[src/hdl/vcg_pkg.sv]
package vcg_pkg;

  localparam int LIMB_W  = 32;
  localparam int ACC_W   = 160;
  localparam int S0_W    = 128;
  localparam int S1_W    = 96;
  localparam int INNER_W = 36;
  localparam int DT_W    = 20;
  localparam int STEP_W  = 5;
  localparam logic [STEP_W-1:0] LAST_STEP = 5'd20;

  localparam logic signed [31:0] TICK_US = 32'sd16000;
  localparam logic signed [31:0] MAX_US  = 32'sd1000000;
  localparam logic [31:0]        SCALE_K = 32'd256000000;

  localparam int CFG_IDX_W  = 2;
  localparam int CFG_DATA_W = 16;
  localparam logic [CFG_IDX_W-1:0] CFG_HH   = 2'd0;
  localparam logic [CFG_IDX_W-1:0] CFG_ZOOM = 2'd1;
  localparam logic [CFG_IDX_W-1:0] CFG_REJ  = 2'd2;
  localparam logic [15:0] CFG_HH_RST   = 16'd1024;
  localparam logic [15:0] CFG_ZOOM_RST = 16'd512;
  localparam logic [7:0]  CFG_REJ_RST  = 8'd3;

  localparam logic [1:0] REASON_OK      = 2'd0;
  localparam logic [1:0] REASON_INVALID = 2'd1;
  localparam logic [1:0] REASON_HELD    = 2'd2;

  typedef enum logic [3:0] {
    OP_AX, OP_AY, OP_LO, OP_HI, OP_H, OP_Z, OP_DT, OP_K, OP_S0, OP_S1, OP_INNER
  } opsel_e;

  typedef enum logic [1:0] {DST_NONE, DST_S0, DST_S1} dst_e;

  typedef enum logic [1:0] {RES_INVALID, RES_ADOPT, RES_HOLD} res_e;

  typedef struct packed {
    logic       en;
    logic       clr;
    opsel_e     a_sel;
    logic [1:0] a_limb;
    opsel_e     b_sel;
    logic [1:0] b_limb;
    logic [2:0] shift;
    logic       dbl;
    dst_e       dst;
    logic       ld_inner;
    logic       cmp_fast;
  } mac_cmd_t;

  typedef struct packed {
    logic     load;
    mac_cmd_t mac;
    logic     commit;
    res_e     kind;
  } dp_cmd_t;

  typedef struct packed {
    logic in_need_cmp;
    logic valid;
    logic need_cmp;
    logic exceed;
    logic below_limit;
  } dp_status_t;

  localparam mac_cmd_t MAC_NOP = '{
    en: 1'b0, clr: 1'b0, a_sel: OP_AX, a_limb: 2'd0, b_sel: OP_AX, b_limb: 2'd0,
    shift: 3'd0, dbl: 1'b0, dst: DST_NONE, ld_inner: 1'b0, cmp_fast: 1'b0
  };

  // zoom test first (steps 0-4), then moved^2 * K^2 into s0, then (lo*H*dt)^2 in acc
  function automatic mac_cmd_t step_cmd(input logic [STEP_W-1:0] idx);
    mac_cmd_t c;
    c = MAC_NOP;
    c.en = 1'b1;
    case (idx)
      5'd0: begin
        c.clr = 1'b1; c.a_sel = OP_Z; c.b_sel = OP_DT;
      end
      5'd1: begin
        c.ld_inner = 1'b1; c.clr = 1'b1; c.a_sel = OP_HI; c.b_sel = OP_K; c.dst = DST_S0;
      end
      5'd2: begin
        c.clr = 1'b1; c.a_sel = OP_LO; c.b_sel = OP_INNER; c.b_limb = 2'd0;
      end
      5'd3: begin
        c.a_sel = OP_LO; c.b_sel = OP_INNER; c.b_limb = 2'd1; c.shift = 3'd1;
      end
      5'd4: begin
        c.cmp_fast = 1'b1; c.clr = 1'b1; c.a_sel = OP_AX; c.b_sel = OP_AX;
      end
      5'd5: begin
        c.a_sel = OP_AY; c.b_sel = OP_AY; c.dst = DST_S0;
      end
      5'd6, 5'd9: begin
        c.clr = 1'b1; c.a_sel = OP_S0; c.a_limb = 2'd0; c.b_sel = OP_K;
      end
      5'd7, 5'd10: begin
        c.a_sel = OP_S0; c.a_limb = 2'd1; c.b_sel = OP_K; c.shift = 3'd1;
      end
      5'd8, 5'd11: begin
        c.a_sel = OP_S0; c.a_limb = 2'd2; c.b_sel = OP_K; c.shift = 3'd2; c.dst = DST_S0;
      end
      5'd12: begin
        c.clr = 1'b1; c.a_sel = OP_LO; c.b_sel = OP_H; c.dst = DST_S1;
      end
      5'd13: begin
        c.clr = 1'b1; c.a_sel = OP_S1; c.a_limb = 2'd0; c.b_sel = OP_DT;
      end
      5'd14: begin
        c.a_sel = OP_S1; c.a_limb = 2'd1; c.b_sel = OP_DT; c.shift = 3'd1; c.dst = DST_S1;
      end
      5'd15: begin
        c.clr = 1'b1; c.a_sel = OP_S1; c.a_limb = 2'd0; c.b_sel = OP_S1; c.b_limb = 2'd0;
      end
      5'd16: begin
        c.a_sel = OP_S1; c.a_limb = 2'd0; c.b_sel = OP_S1; c.b_limb = 2'd1;
        c.shift = 3'd1; c.dbl = 1'b1;
      end
      5'd17: begin
        c.a_sel = OP_S1; c.a_limb = 2'd1; c.b_sel = OP_S1; c.b_limb = 2'd1; c.shift = 3'd2;
      end
      5'd18: begin
        c.a_sel = OP_S1; c.a_limb = 2'd0; c.b_sel = OP_S1; c.b_limb = 2'd2;
        c.shift = 3'd2; c.dbl = 1'b1;
      end
      5'd19: begin
        c.a_sel = OP_S1; c.a_limb = 2'd1; c.b_sel = OP_S1; c.b_limb = 2'd2;
        c.shift = 3'd3; c.dbl = 1'b1;
      end
      5'd20: begin
        c.a_sel = OP_S1; c.a_limb = 2'd2; c.b_sel = OP_S1; c.b_limb = 2'd2; c.shift = 3'd4;
      end
      default: c = MAC_NOP;
    endcase
    return c;
  endfunction

endpackage

[src/hdl/vcg_datapath.sv]
module vcg_datapath
  import vcg_pkg::*;
(
  input  logic                  clk_i,
  input  logic                  rst_ni,
  input  logic                  cfg_we_i,
  input  logic [CFG_IDX_W-1:0]  cfg_idx_i,
  input  logic [CFG_DATA_W-1:0] cfg_data_i,
  input  logic                  s_tuser_i,
  input  logic [127:0]          s_tdata_i,
  input  dp_cmd_t               cmd_i,
  output dp_status_t            status_o,
  output logic [2:0]            m_tuser_o,
  output logic [7:0]            m_tdata_o
);

  logic [15:0] cfg_hh_q, cfg_zoom_q;
  logic [7:0]  cfg_rej_q;

  logic               have_ref_q;
  logic signed [31:0] ref_x_q, ref_y_q;
  logic [30:0]        ref_hh_q;
  logic [7:0]         rej_q, rej_d;

  logic signed [31:0] cx_q, cy_q;
  logic [30:0]        hh_q, lo_q, hi_q;
  logic [31:0]        ax_q, ay_q;
  logic [DT_W-1:0]    dt_q;
  logic               valid_q, need_cmp_q, too_fast_q;

  logic [ACC_W-1:0]   acc_q, acc_d;
  logic [S0_W-1:0]    s0_q;
  logic [S1_W-1:0]    s1_q;
  logic [INNER_W-1:0] inner_q, inner_d;

  logic               out_acc_q;
  logic [1:0]         out_reason_q;
  logic [7:0]         out_run_q;

  logic signed [31:0] in_x, in_y, in_et;
  logic [30:0]        in_hh, lo_d, hi_d;
  logic signed [32:0] dx, dy;
  logic [31:0]        ax_d, ay_d;
  logic [DT_W-1:0]    dt_d;
  logic [127:0]       s1_ext;
  logic [63:0]        inner_ext;
  logic [31:0]        a_word, b_word;
  logic [63:0]        prod;
  logic [64:0]        prod_x;
  logic [ACC_W-1:0]   term;
  logic               too_far;

  assign in_x  = s_tdata_i[31:0];
  assign in_y  = s_tdata_i[63:32];
  assign in_hh = s_tdata_i[94:64];
  assign in_et = s_tdata_i[126:95];

  assign dx   = {in_x[31], in_x} - {ref_x_q[31], ref_x_q};
  assign dy   = {in_y[31], in_y} - {ref_y_q[31], ref_y_q};
  assign ax_d = dx[32] ? 32'(-dx) : dx[31:0];
  assign ay_d = dy[32] ? 32'(-dy) : dy[31:0];
  assign lo_d = (in_hh < ref_hh_q) ? in_hh : ref_hh_q;
  assign hi_d = (in_hh > ref_hh_q) ? in_hh : ref_hh_q;

  always_comb begin
    if (in_et <= TICK_US) begin
      dt_d = DT_W'(TICK_US);
    end else if (in_et > MAX_US) begin
      dt_d = DT_W'(MAX_US);
    end else begin
      dt_d = in_et[DT_W-1:0];
    end
  end

  assign s1_ext    = {{(128 - S1_W){1'b0}}, s1_q};
  assign inner_ext = {{(64 - INNER_W){1'b0}}, inner_q};

  always_comb begin
    case (cmd_i.mac.a_sel)
      OP_AX:    a_word = ax_q;
      OP_AY:    a_word = ay_q;
      OP_LO:    a_word = {1'b0, lo_q};
      OP_HI:    a_word = {1'b0, hi_q};
      OP_H:     a_word = {16'd0, cfg_hh_q};
      OP_Z:     a_word = {16'd0, cfg_zoom_q};
      OP_DT:    a_word = {{(32 - DT_W){1'b0}}, dt_q};
      OP_K:     a_word = SCALE_K;
      OP_S0:    a_word = s0_q[LIMB_W*cmd_i.mac.a_limb +: LIMB_W];
      OP_S1:    a_word = s1_ext[LIMB_W*cmd_i.mac.a_limb +: LIMB_W];
      OP_INNER: a_word = inner_ext[LIMB_W*cmd_i.mac.a_limb[0] +: LIMB_W];
      default:  a_word = '0;
    endcase
    case (cmd_i.mac.b_sel)
      OP_AX:    b_word = ax_q;
      OP_AY:    b_word = ay_q;
      OP_LO:    b_word = {1'b0, lo_q};
      OP_HI:    b_word = {1'b0, hi_q};
      OP_H:     b_word = {16'd0, cfg_hh_q};
      OP_Z:     b_word = {16'd0, cfg_zoom_q};
      OP_DT:    b_word = {{(32 - DT_W){1'b0}}, dt_q};
      OP_K:     b_word = SCALE_K;
      OP_S0:    b_word = s0_q[LIMB_W*cmd_i.mac.b_limb +: LIMB_W];
      OP_S1:    b_word = s1_ext[LIMB_W*cmd_i.mac.b_limb +: LIMB_W];
      OP_INNER: b_word = inner_ext[LIMB_W*cmd_i.mac.b_limb[0] +: LIMB_W];
      default:  b_word = '0;
    endcase
  end

  assign prod    = a_word * b_word;
  assign prod_x  = cmd_i.mac.dbl ? {prod, 1'b0} : {1'b0, prod};
  assign term    = ACC_W'(prod_x) << (LIMB_W * cmd_i.mac.shift);
  assign acc_d   = (cmd_i.mac.clr ? '0 : acc_q) + term;
  // K + Z*dt - 256*dt, never negative for dt up to one second
  assign inner_d = INNER_W'(SCALE_K) + acc_q[INNER_W-1:0] - INNER_W'({dt_q, 8'd0});
  assign too_far = {{(ACC_W - S0_W){1'b0}}, s0_q} > acc_q;
  assign rej_d   = (rej_q == 8'hFF) ? rej_q : rej_q + 8'd1;

  always_ff @(posedge clk_i or negedge rst_ni) begin
    if (!rst_ni) begin
      cfg_hh_q   <= CFG_HH_RST;
      cfg_zoom_q <= CFG_ZOOM_RST;
      cfg_rej_q  <= CFG_REJ_RST;
      have_ref_q <= 1'b0;
      ref_x_q    <= '0;
      ref_y_q    <= '0;
      ref_hh_q   <= '0;
      rej_q      <= '0;
    end else begin
      if (cfg_we_i) begin
        case (cfg_idx_i)
          CFG_HH:   cfg_hh_q   <= cfg_data_i;
          CFG_ZOOM: cfg_zoom_q <= cfg_data_i;
          CFG_REJ:  cfg_rej_q  <= cfg_data_i[7:0];
          default:  ;
        endcase
      end
      if (cmd_i.commit) begin
        case (cmd_i.kind)
          RES_INVALID: ;
          RES_HOLD:    rej_q <= rej_d;
          default: begin
            have_ref_q <= 1'b1;
            ref_x_q    <= cx_q;
            ref_y_q    <= cy_q;
            ref_hh_q   <= hh_q;
            rej_q      <= '0;
          end
        endcase
      end
    end
  end

  always_ff @(posedge clk_i) begin
    if (cmd_i.load) begin
      valid_q    <= s_tuser_i;
      need_cmp_q <= s_tuser_i & have_ref_q & (in_hh != '0) & (ref_hh_q != '0);
      cx_q       <= in_x;
      cy_q       <= in_y;
      hh_q       <= in_hh;
      ax_q       <= ax_d;
      ay_q       <= ay_d;
      lo_q       <= lo_d;
      hi_q       <= hi_d;
      dt_q       <= dt_d;
    end
    if (cmd_i.mac.en) begin
      acc_q <= acc_d;
      case (cmd_i.mac.dst)
        DST_S0:  s0_q <= acc_d[S0_W-1:0];
        DST_S1:  s1_q <= acc_d[S1_W-1:0];
        default: ;
      endcase
    end
    if (cmd_i.mac.ld_inner) begin
      inner_q <= inner_d;
    end
    if (cmd_i.mac.cmp_fast) begin
      too_fast_q <= too_far;
    end
    if (cmd_i.commit) begin
      case (cmd_i.kind)
        RES_INVALID: begin
          out_acc_q    <= 1'b0;
          out_reason_q <= REASON_INVALID;
          out_run_q    <= rej_q;
        end
        RES_HOLD: begin
          out_acc_q    <= 1'b0;
          out_reason_q <= REASON_HELD;
          out_run_q    <= rej_d;
        end
        default: begin
          out_acc_q    <= 1'b1;
          out_reason_q <= REASON_OK;
          out_run_q    <= '0;
        end
      endcase
    end
  end

  assign status_o.in_need_cmp = s_tuser_i & have_ref_q & (in_hh != '0) & (ref_hh_q != '0);
  assign status_o.valid       = valid_q;
  assign status_o.need_cmp    = need_cmp_q;
  assign status_o.exceed      = too_far | too_fast_q;
  assign status_o.below_limit = rej_q < cfg_rej_q;

  assign m_tuser_o = {out_reason_q, out_acc_q};
  assign m_tdata_o = out_run_q;

endmodule

[src/hdl/vcg_ctrl.sv]
module vcg_ctrl
  import vcg_pkg::*;
(
  input  logic       clk_i,
  input  logic       rst_ni,
  input  logic       s_tvalid_i,
  input  logic       m_tready_i,
  input  dp_status_t status_i,
  output dp_cmd_t    cmd_o,
  output logic       s_tready_o,
  output logic       m_tvalid_o
);

  localparam logic [1:0] ST_IDLE = 2'd0;
  localparam logic [1:0] ST_CALC = 2'd1;
  localparam logic [1:0] ST_DONE = 2'd2;

  logic [1:0]        state_q, state_d;
  logic [STEP_W-1:0] step_q, step_d;
  logic              out_valid_q, out_valid_d;

  always_comb begin
    state_d    = state_q;
    step_d     = step_q;
    cmd_o      = '{load: 1'b0, mac: MAC_NOP, commit: 1'b0, kind: RES_ADOPT};
    s_tready_o = 1'b0;
    case (state_q)
      ST_IDLE: begin
        s_tready_o = 1'b1;
        if (s_tvalid_i) begin
          cmd_o.load = 1'b1;
          step_d     = '0;
          state_d    = status_i.in_need_cmp ? ST_CALC : ST_DONE;
        end
      end
      ST_CALC: begin
        cmd_o.mac = step_cmd(step_q);
        step_d    = step_q + 1'b1;
        if (step_q == LAST_STEP) begin
          state_d = ST_DONE;
        end
      end
      ST_DONE: begin
        if (!out_valid_q || m_tready_i) begin
          cmd_o.commit = 1'b1;
          state_d      = ST_IDLE;
          if (!status_i.valid) begin
            cmd_o.kind = RES_INVALID;
          end else if (status_i.need_cmp && status_i.exceed && status_i.below_limit) begin
            cmd_o.kind = RES_HOLD;
          end else begin
            cmd_o.kind = RES_ADOPT;
          end
        end
      end
      default: state_d = ST_IDLE;
    endcase
  end

  always_comb begin
    if (cmd_o.commit) begin
      out_valid_d = 1'b1;
    end else if (m_tready_i) begin
      out_valid_d = 1'b0;
    end else begin
      out_valid_d = out_valid_q;
    end
  end

  always_ff @(posedge clk_i or negedge rst_ni) begin
    if (!rst_ni) begin
      state_q     <= ST_IDLE;
      step_q      <= '0;
      out_valid_q <= 1'b0;
    end else begin
      state_q     <= state_d;
      step_q      <= step_d;
      out_valid_q <= out_valid_d;
    end
  end

  assign m_tvalid_o = out_valid_q;

endmodule

[src/hdl/view_continuity_guard.sv]
// Samples that need no continuity test (invalid, no reference pose or a zero half-height)
// go straight to the result; otherwise the tests take 21 steps on one shared 32x32
// multiply-accumulate. One sample is in work at a time; a waiting result does not block
// the next input, but that sample's result is held until the waiting one is taken.
// Reset (rst_ni low, asynchronous): no reference pose, reject count 0, configuration registers at defaults.
module view_continuity_guard
  import vcg_pkg::*;
(
  input  logic                  clk_i,
  input  logic                  rst_ni,
  input  logic                  cfg_we_i,
  input  logic [CFG_IDX_W-1:0]  cfg_idx_i,
  input  logic [CFG_DATA_W-1:0] cfg_data_i,
  input  logic                  s_axis_tvalid,
  output logic                  s_axis_tready,
  // centre_x[31:0], centre_y[63:32], half_height[94:64], elapsed_us[126:95]
  input  logic [127:0]          s_axis_tdata,
  // sample_valid[0]
  input  logic [0:0]            s_axis_tuser,
  output logic                  m_axis_tvalid,
  input  logic                  m_axis_tready,
  // reject_run[7:0]
  output logic [7:0]            m_axis_tdata,
  // accepted[0], reason[2:1]
  output logic [2:0]            m_axis_tuser
);

  dp_cmd_t    cmd;
  dp_status_t status;

  vcg_ctrl u_ctrl (
    .clk_i      (clk_i),
    .rst_ni     (rst_ni),
    .s_tvalid_i (s_axis_tvalid),
    .m_tready_i (m_axis_tready),
    .status_i   (status),
    .cmd_o      (cmd),
    .s_tready_o (s_axis_tready),
    .m_tvalid_o (m_axis_tvalid)
  );

  vcg_datapath u_datapath (
    .clk_i      (clk_i),
    .rst_ni     (rst_ni),
    .cfg_we_i   (cfg_we_i),
    .cfg_idx_i  (cfg_idx_i),
    .cfg_data_i (cfg_data_i),
    .s_tuser_i  (s_axis_tuser[0]),
    .s_tdata_i  (s_axis_tdata),
    .cmd_i      (cmd),
    .status_o   (status),
    .m_tuser_o  (m_axis_tuser),
    .m_tdata_o  (m_axis_tdata)
  );

  a_commit_free: assert property (@(posedge clk_i) disable iff (!rst_ni)
    cmd.commit |-> (!m_axis_tvalid || m_axis_tready))
    else $error("result written over an untaken beat");

  a_one_in_flight: assert property (@(posedge clk_i) disable iff (!rst_ni)
    (s_axis_tvalid && s_axis_tready) |=> !s_axis_tready)
    else $error("second beat accepted while a sample is in work");

  a_accept_clears: assert property (@(posedge clk_i) disable iff (!rst_ni)
    (m_axis_tvalid && m_axis_tuser[0]) |->
      (m_axis_tuser[2:1] == REASON_OK && m_axis_tdata == 8'd0))
    else $error("accepted beat with reason or reject run set");

  a_commit_idle_next: assert property (@(posedge clk_i) disable iff (!rst_ni)
    cmd.commit |=> (s_axis_tready && m_axis_tvalid))
    else $error("commit did not return to idle with a result");

endmodule

[config.mk]
export PLATFORM = sky130hd
export DESIGN_NAME = view_continuity_guard
export DESIGN_NICKNAME = d
export VERILOG_FILES = /design/src/hdl/vcg_pkg.sv /design/src/hdl/vcg_datapath.sv /design/src/hdl/vcg_ctrl.sv /design/src/hdl/view_continuity_guard.sv
export SDC_FILE = /design/constraint.sdc
export NUM_CORES = 2
export LEC_CHECK = 0
export ABC_AREA = 1
export BUFFER_PORTS_ARGS = -buffer_cell sky130_fd_sc_hd__buf_2
export CAP_MARGIN = 20
export CORE_MARGIN = 4
export CORE_UTILIZATION = 45
export DETAILED_ROUTE_END_ITERATION = 8
export SYNTH_ARGS = -nofsm -noshare
export SYNTH_HDL_FRONTEND = slang
export SYNTH_SLANG_ARGS = --single-unit
[constraint.sdc]
create_clock -name clk_i -period 18.2 [get_ports clk_i]
set_input_delay 0 -clock clk_i [delete_from_list [all_inputs] [get_ports clk_i]]
set_output_delay 0 -clock clk_i [all_outputs]
set_load 0.01 [all_outputs]
; After elaboration in Yosys (flattened, before gate mapping)
; Cells that the tools add are included.
; Widths: inputs -> output; s select.
[op_classes]
add_sub_neg = 9
mul = 1
order_cmp = 6
n_eq_ne = 51
n_shift = 7
n_mux = 41
n_bitwise = 5
n_reduce_logical = 42
[op_table]
columns = operator, count
row1 = $pmux 32 s11, 2
row2 = $shiftx 128x8->32, 4
row3 = $add 160x160->160, 1
row4 = $gt 128x160->1, 1
row5 = $mux 160, 1
row6 = $shl 65x8->160, 1
row7 = $shiftx 64x7->32, 2
row8 = $sub 32x32->33, 2
row9 = $mux 65, 1
row10 = $mul 32x32->64, 1
row11 = $mux 32, 2
row12 = $neg 32->32, 2
row13 = $mux 31, 2
row14 = $reduce_bool 31->1, 2
row15 = $pmux 4 s6, 2
row16 = $eq 5x4->1 const B, 8
row17 = $add 28x36->36 const A, 1
row18 = $sub 36x28->36, 1
row19 = $eq 4x3->1 const B, 8
row20 = $gt 32x21->1 const B, 1
row21 = $le 32x15->1 const B, 1
row22 = $gt 31x31->1, 1
row23 = $lt 31x31->1, 1
row24 = $eq 5x5->1 const B, 5
row25 = other kinds (47), 109
[word_totals]
regBits = 827
inputBits = 152
out_inout_bits = 13
wordCells = 192

; Logic depth before layout (Yosys ltp)
[logic_depth]
ltp_word = 12
ltp_mapped = 71
ltp_nobuf = 68

; Hierarchy
; From an unflattened synthesis, not the netlist that was laid out.
[unflattened]
cells_unflattened = 13741
area_unflattened_um2 = 101444.8
[by_module_without_submodules]
columns = mod, n_inst, cells_per_inst, area_each_um2, seq_area_each_um2
row1 = vcg_datapath, 1, 13576, 100465.1, 23877.9
row2 = vcg_ctrl, 1, 165, 979.7, 200.2

; Worst setup path before layout
; OpenSTA, ideal clock, no wires.
[synth_path]
path_type = register to register
from = register u_ctrl.state_q[1]
to = register u_ctrl.step_q[2]
setup_time_ns = 0.843
arrival_time_ns = 17.328
t_required_ns = 17.357
setup_slack_ns = 0.029
stages_incl_launch_ff = 3
n_path_buf = 0
period_less_slack_ns = 18.171
path_cell_list = dfrtp_1 > nor3_1 > nor3_1
[synth_via]
elab_chain_cells = 3
elab_cells_between_ends = 6
cone_classes = eq/ne (2) / mux (1) / reduce/logical (3)
[synth_rtl]
columns = element, line_no
row1 = start: declaration, vcg_ctrl.sv:18  ; logic [1:0] state_q, state_d;
row2 = start signal: assignment, vcg_ctrl.sv:76  ; state_q <= state_d;
row3 = $eq 2x1->1 / $logic_not 2->1 (equally long branches), vcg_ctrl.sv:27  ; case (state_q)
row4 = $reduce_bool 2->1 (no source line) / $ne 2x2->1 (equally long branches), --
row5 = $reduce_and 2->1 (no source line), --
row6 = end signal: assignment, vcg_ctrl.sv:77  ; step_q <= step_d;
row7 = end: declaration, vcg_ctrl.sv:19  ; logic [STEP_W-1:0] step_q, step_d;
; Parallel ways exist; a longest one is shown, timed or not.
; A chain may end at the register's enable or synchronous reset.

; Worst setup path in the final report
[layout_path]
from = register u_ctrl.step_q[0]
to = register u_datapath.acc_q[91] (data pin)
[layout_via]
elab_chain_cells = 10
elab_cells_between_ends = 79
cone_classes = add/sub (1) / mul (1) / eq/ne (40) / shift (7) / mux (12) / reduce/logical (18)
[layout_rtl]
columns = element, line_no
row1 = "$eq 5x3->1, or another cell as far along", vcg_pkg.sv:76  ; case (idx)
row2 = "$reduce_or 5->1 (no source line), or another cell as far along", --
row3 = $pmux 2 s2 / $pmux 4 s6 (equally long branches), vcg_pkg.sv:76
row4 = $mux 22 *, vcg_ctrl.sv:27
row5 = "$shiftx 128x8->32, or another cell as far along", vcg_datapath.sv:89  ; OP_S1: a_word = s1_ext[LIMB_W*cmd_i.mac.a_limb +: LIMB_W];
row6 = $pmux 32 s11 (on tied branches), "vcg_datapath.sv:79, vcg_datapath.sv:93"
row7 = $mul 32x32->64, vcg_datapath.sv:109  ; assign prod = a_word * b_word;
row8 = $mux 65, vcg_datapath.sv:110  ; assign prod_x = cmd_i.mac.dbl ? {prod, 1'b0} : {1'b0, prod};
row9 = $shl 65x8->160, vcg_datapath.sv:111  ; assign term = ACC_W'(prod_x) << (LIMB_W * cmd_i.mac.shift);
row10 = $add 160x160->160 *, vcg_datapath.sv:112  ; assign acc_d = (cmd_i.mac.clr ? '0 : acc_q) + term;
row11 = via u_datapath.acc_d[91], vcg_datapath.sv:31  ; logic [ACC_W-1:0] acc_q, acc_d;
row12 = end signal: assignment, vcg_datapath.sv:167  ; acc_q <= acc_d;
row13 = end: declaration, vcg_datapath.sv:31
; Mark *: on every way through the listed nets, which the timed path passes. The rest lies on a longest branch.

==> impl_summary.md <==
Logic synthesis
Synthesis handed over a netlist of 13200 instances. Sequential cells were found to cover between 20% and 30% of the synthesized design area. After synthesis, the cell types taking the most area are sky130_fd_sc_hd__edfxtp_1 20%, sky130_fd_sc_hd__fa_1 18%, sky130_fd_sc_hd__inv_1 11%. The average instance area after synthesis is 7.49 µm². The number of flip-flops and latches in the synthesized netlist is around 830.

The number of flops mapped to enable cells by yosys is 675. The biggest area contributor in the post-synthesis netlist is sky130_fd_sc_hd__edfxtp_1. Yosys printed 0 warnings. The number of different library cells used by synthesis comes to 64.

In this run the biggest area consumer among cell types represents roughly a fifth of the synthesized area. The most common flop cell mapped by yosys is sky130_fd_sc_hd__edfxtp_1. The number of nets handed over by synthesis was 15000.

Counting flops with an async set or reset pin after synthesis yields a share of between 10% and 20%. Summing every instance area after synthesis gives slightly below 100000 µm².

Detailed routing
The average wire length per cell after detail routing is 26.6 µm. The iteration-0 DRC count of the detailed router is 10600. Summing over every cut layer, the via total after detailed routing is a little over 90000. The routed design has 437 mm of wire.

For this run, design rule violations remaining after detail routing come to 0. The ratio of routed vias to standard cells is between 5 and 6. Once detail routing completed, the nets flagged for antenna violations numbered 0. The iteration count of the initial detailed-routing pass is 6.

Placement
The count of buffers from port buffering is 163. The final HPWL from detailed placement is around 360 mm. Routability-driven placement finished with a final weighted congestion of 1.07. Timing analysis after detailed placement gives a worst setup slack of around 1.5 ns.

Global routing
The first global-routing pass estimated approximately 620 mm of wire. The total routing usage reported by global routing is 37.6%. The number of antenna violations at the first check in global routing came to 27. Entering global routing, the biggest net connects 170 pins. The total overflow left after global routing is 0. The number of global-route vias before repair is around 91000.

Timing
The worst relative slew slack is 7.85%. The final worst slack is between 1 and 1.5 ns. The worst hold margin is roughly 0.037 ns. The post-layout minimum cycle time is 17.20 ns. The worst path uses 94.5% of the clock period.

The number of hold-slack violations in the final timing report is 0. At the pin with the least slew margin, the transition time is 1.37 ns. The clock skew is 0.0878 ns. Setup violations remaining at the end of the flow were counted as 0. The fmax is between 50 and 60 MHz. Setup repair after global routing left no endpoint under its margin. After routing, the total negative slack on setup checks comes to 0 ns. The final number of max-transition violations is 0.

Clock tree
The clock transition at the registers of the reported paths is 0.06 ns. The number of clock buffers added by TritonCTS is 92. The CTS tree is built. The clock passes through at most 3 buffers.

The H-tree depth reported by CTS is 3. Clock tree synthesis found a total of between 800 and 900 sinks. For the worst-skew pair, the clock arrives at the later sink with an insertion delay of around 0.78 ns. The clock root buffer is sky130_fd_sc_hd__clkbuf_16.

Worst setup path
At the worst endpoint, the arrival time is around 18 ns. The slowest cell on the critical path is sky130_fd_sc_hd__xnor2_1. The critical path startpoint category is a flop.

The largest fanout on the critical path is 91. The category of the critical setup timing path is flop to flop. For the worst setup path, the data required time is roughly 19 ns.

Among the stages of the critical path, the cell type that occurs most often is sky130_fd_sc_hd__inv_1. Counting cells, the worst reg-to-reg path comes to between 50 and 60. STA classifies the critical path endpoint as a flop.

The largest incremental delay on the critical path is 0.84 ns.

Floorplanning
For this configuration, the core starts out at a cell density of a little under half. The I/O pin total is 165. The floorplan step set the die height to between 400 and 500 µm. The die covers about 230000 µm². The die boundary width is between 400 and 500 µm.

The area of the core is between 200000 and 250000 µm². The floorplan has roughly 170 rows.

Flow run
Max-cap violations in this run came to 0.

Finish
The layout overhead on the synthesized area is 9.68%. The library cell used most frequently in the layout, excluding fill and tap cells, is sky130_fd_sc_hd__inv_1. In the layout the commonest cells are 2872 x sky130_fd_sc_hd__inv_1, 2735 x sky130_fd_sc_hd__nand2_1, 1377 x sky130_fd_sc_hd__nor2_1. Cells with a size suffix above 1 make up 5.23% of the layout.

The filler cell count in the final layout is around 22000. The number of nets in the finished design is about 15000.

Min path
The worst hold path passes through 2 cells. The path class of the tightest hold or removal check is input port to flop.

Run status
The flow ran to the end, and the final reports show no timing, DRC or antenna violations.
## cells in the mapped netlist (all sizes together) (5+ instances only)
cell     instances
inv           2936
nand2         2762
nor2          1391
fa             899
o21ai          798
a21oi          793
ha             714
edfxtp         675
nand3          608
buf            276
xor2           224
clkbuf         157
nand4          154
dfrtp          148
xnor2           86
nor3            82
o21a            69
o211ai          67
a31oi           63
a21o            47
nor4            46
o21bai          42
or2             29
a21boi          28
o221ai          20
a211oi          16
nand3b          14
o2111ai         12
a221oi          11
a22o            10
and3             9
a31o             6
clkinv           6
a2111oi          5
## metrics by stage
step,instance area [µm²],utilization [%],std cells
global route,109000,49.5,16400
floorplan,99100,-,13200
global placement,103000,46.9,16000
finish,109000,49.5,16400
detailed placement,103000,47.0,16000
CTS,109000,49.5,16400
## metal layers
metal / up-vias / global-route usage [%] / wire (µm)
met1: 45500 / 50.5 / 180000
met3: 857 / 8.62 / 42900
li1: 42000 / - / -
met2: 4369 / 58.2 / 191000
met4: 8 / 15.9 / 22500
met5: - / 0 / 56
## cell families (layout without fill, tap and decap cells)
kind of cell / Yosys count / in the layout / synth area share (%)
compound gates: 2005 / 2005 / 11.2
other cells: 0 / 7 / 0
mux: 1 / 1 / 0.0101
simple gates: 5104 / 5104 / 21.2
flops: 827 / 827 / 24.3
fa+ha+maj: 1613 / 1613 / 27.2
buf+inv: 3375 / 3697 / 13.4
xor+xnor: 310 / 310 / 2.74
## final timing paths
path	startpoint	slack (ns)	endpoint
worst min-delay path	s_axis_tdata[52]	0.04	u_datapath.cy_q[20]
max in group asynchronous	rst_ni	16.31	u_ctrl.step_q[4]
min in group asynchronous	rst_ni	0.32	u_datapath.ref_y_q[2]
worst min register to register	u_datapath.ref_x_q[25]	0.47	u_datapath.ref_x_q[25]
worst max register to register	u_ctrl.step_q[0]	1.00	u_datapath.acc_q[91]
worst max-delay path	u_ctrl.step_q[0]	1.00	u_datapath.acc_q[91]
## worst max-delay path: cells and delay by family (launching register included)
family / cells / cell delay (ns)
xor gates and xnor gates: 1 / 0.84
DFF: 1 / 0.44
and+or+nand+nor: 25 / 4.92
adders and majority gates: 12 / 5.46
buffers and inverters: 16 / 3.02
AOI/OAI and AO/OA: 4 / 1.93
## registers in the layout, indices dropped and copies added (netlist names), 5 cells and up
| register | count |
|---|---|
| u_datapath.cfg_rej_q | 8 |
| u_datapath.lo_q | 31 |
| u_datapath.ax_q | 32 |
| u_datapath.m_tdata_o | 8 |
| u_datapath.cy_q | 32 |
| u_datapath.dt_q | 20 |
| u_datapath.cfg_zoom_q | 16 |
| u_datapath.ay_q | 32 |
| u_datapath.ref_x_q | 32 |
| u_datapath.rej_q | 8 |
| u_datapath.ref_hh_q | 31 |
| u_datapath.hh_q | 31 |
| u_datapath.acc_q | 160 |
| u_datapath.inner_q | 36 |
| u_ctrl.step_q | 5 |
| u_datapath.s0_q | 128 |
| u_datapath.hi_q | 31 |
| u_datapath.ref_y_q | 32 |
| u_datapath.s1_q | 96 |
| u_datapath.cfg_hh_q | 16 |
| u_datapath.cx_q | 32 |
## area by class of cell
type	count	area, µm²	share of cell area [%]
clock inverter	63	938	0.863
inverter	2942	11100	10.2
tap	2871	3590	3.30
antenna	7	17.5	0.0161
timing repair buffer	587	4790	4.41
multi-input combinational	9033	61900	56.9
clock buffer	105	2360	2.17
sequential	827	24100	22.1
## what timing repair did
item	in CTS	in global routing
gates resized for setup	0	0
buffers inserted	0	0
hold buffers	218	1
endpoints found under the hold margin	337	16
setup endpoints to repair	0	0
Power is not shown: default switching activity piles up to over one toggle a cycle in this logic, so the estimate is an artifact.
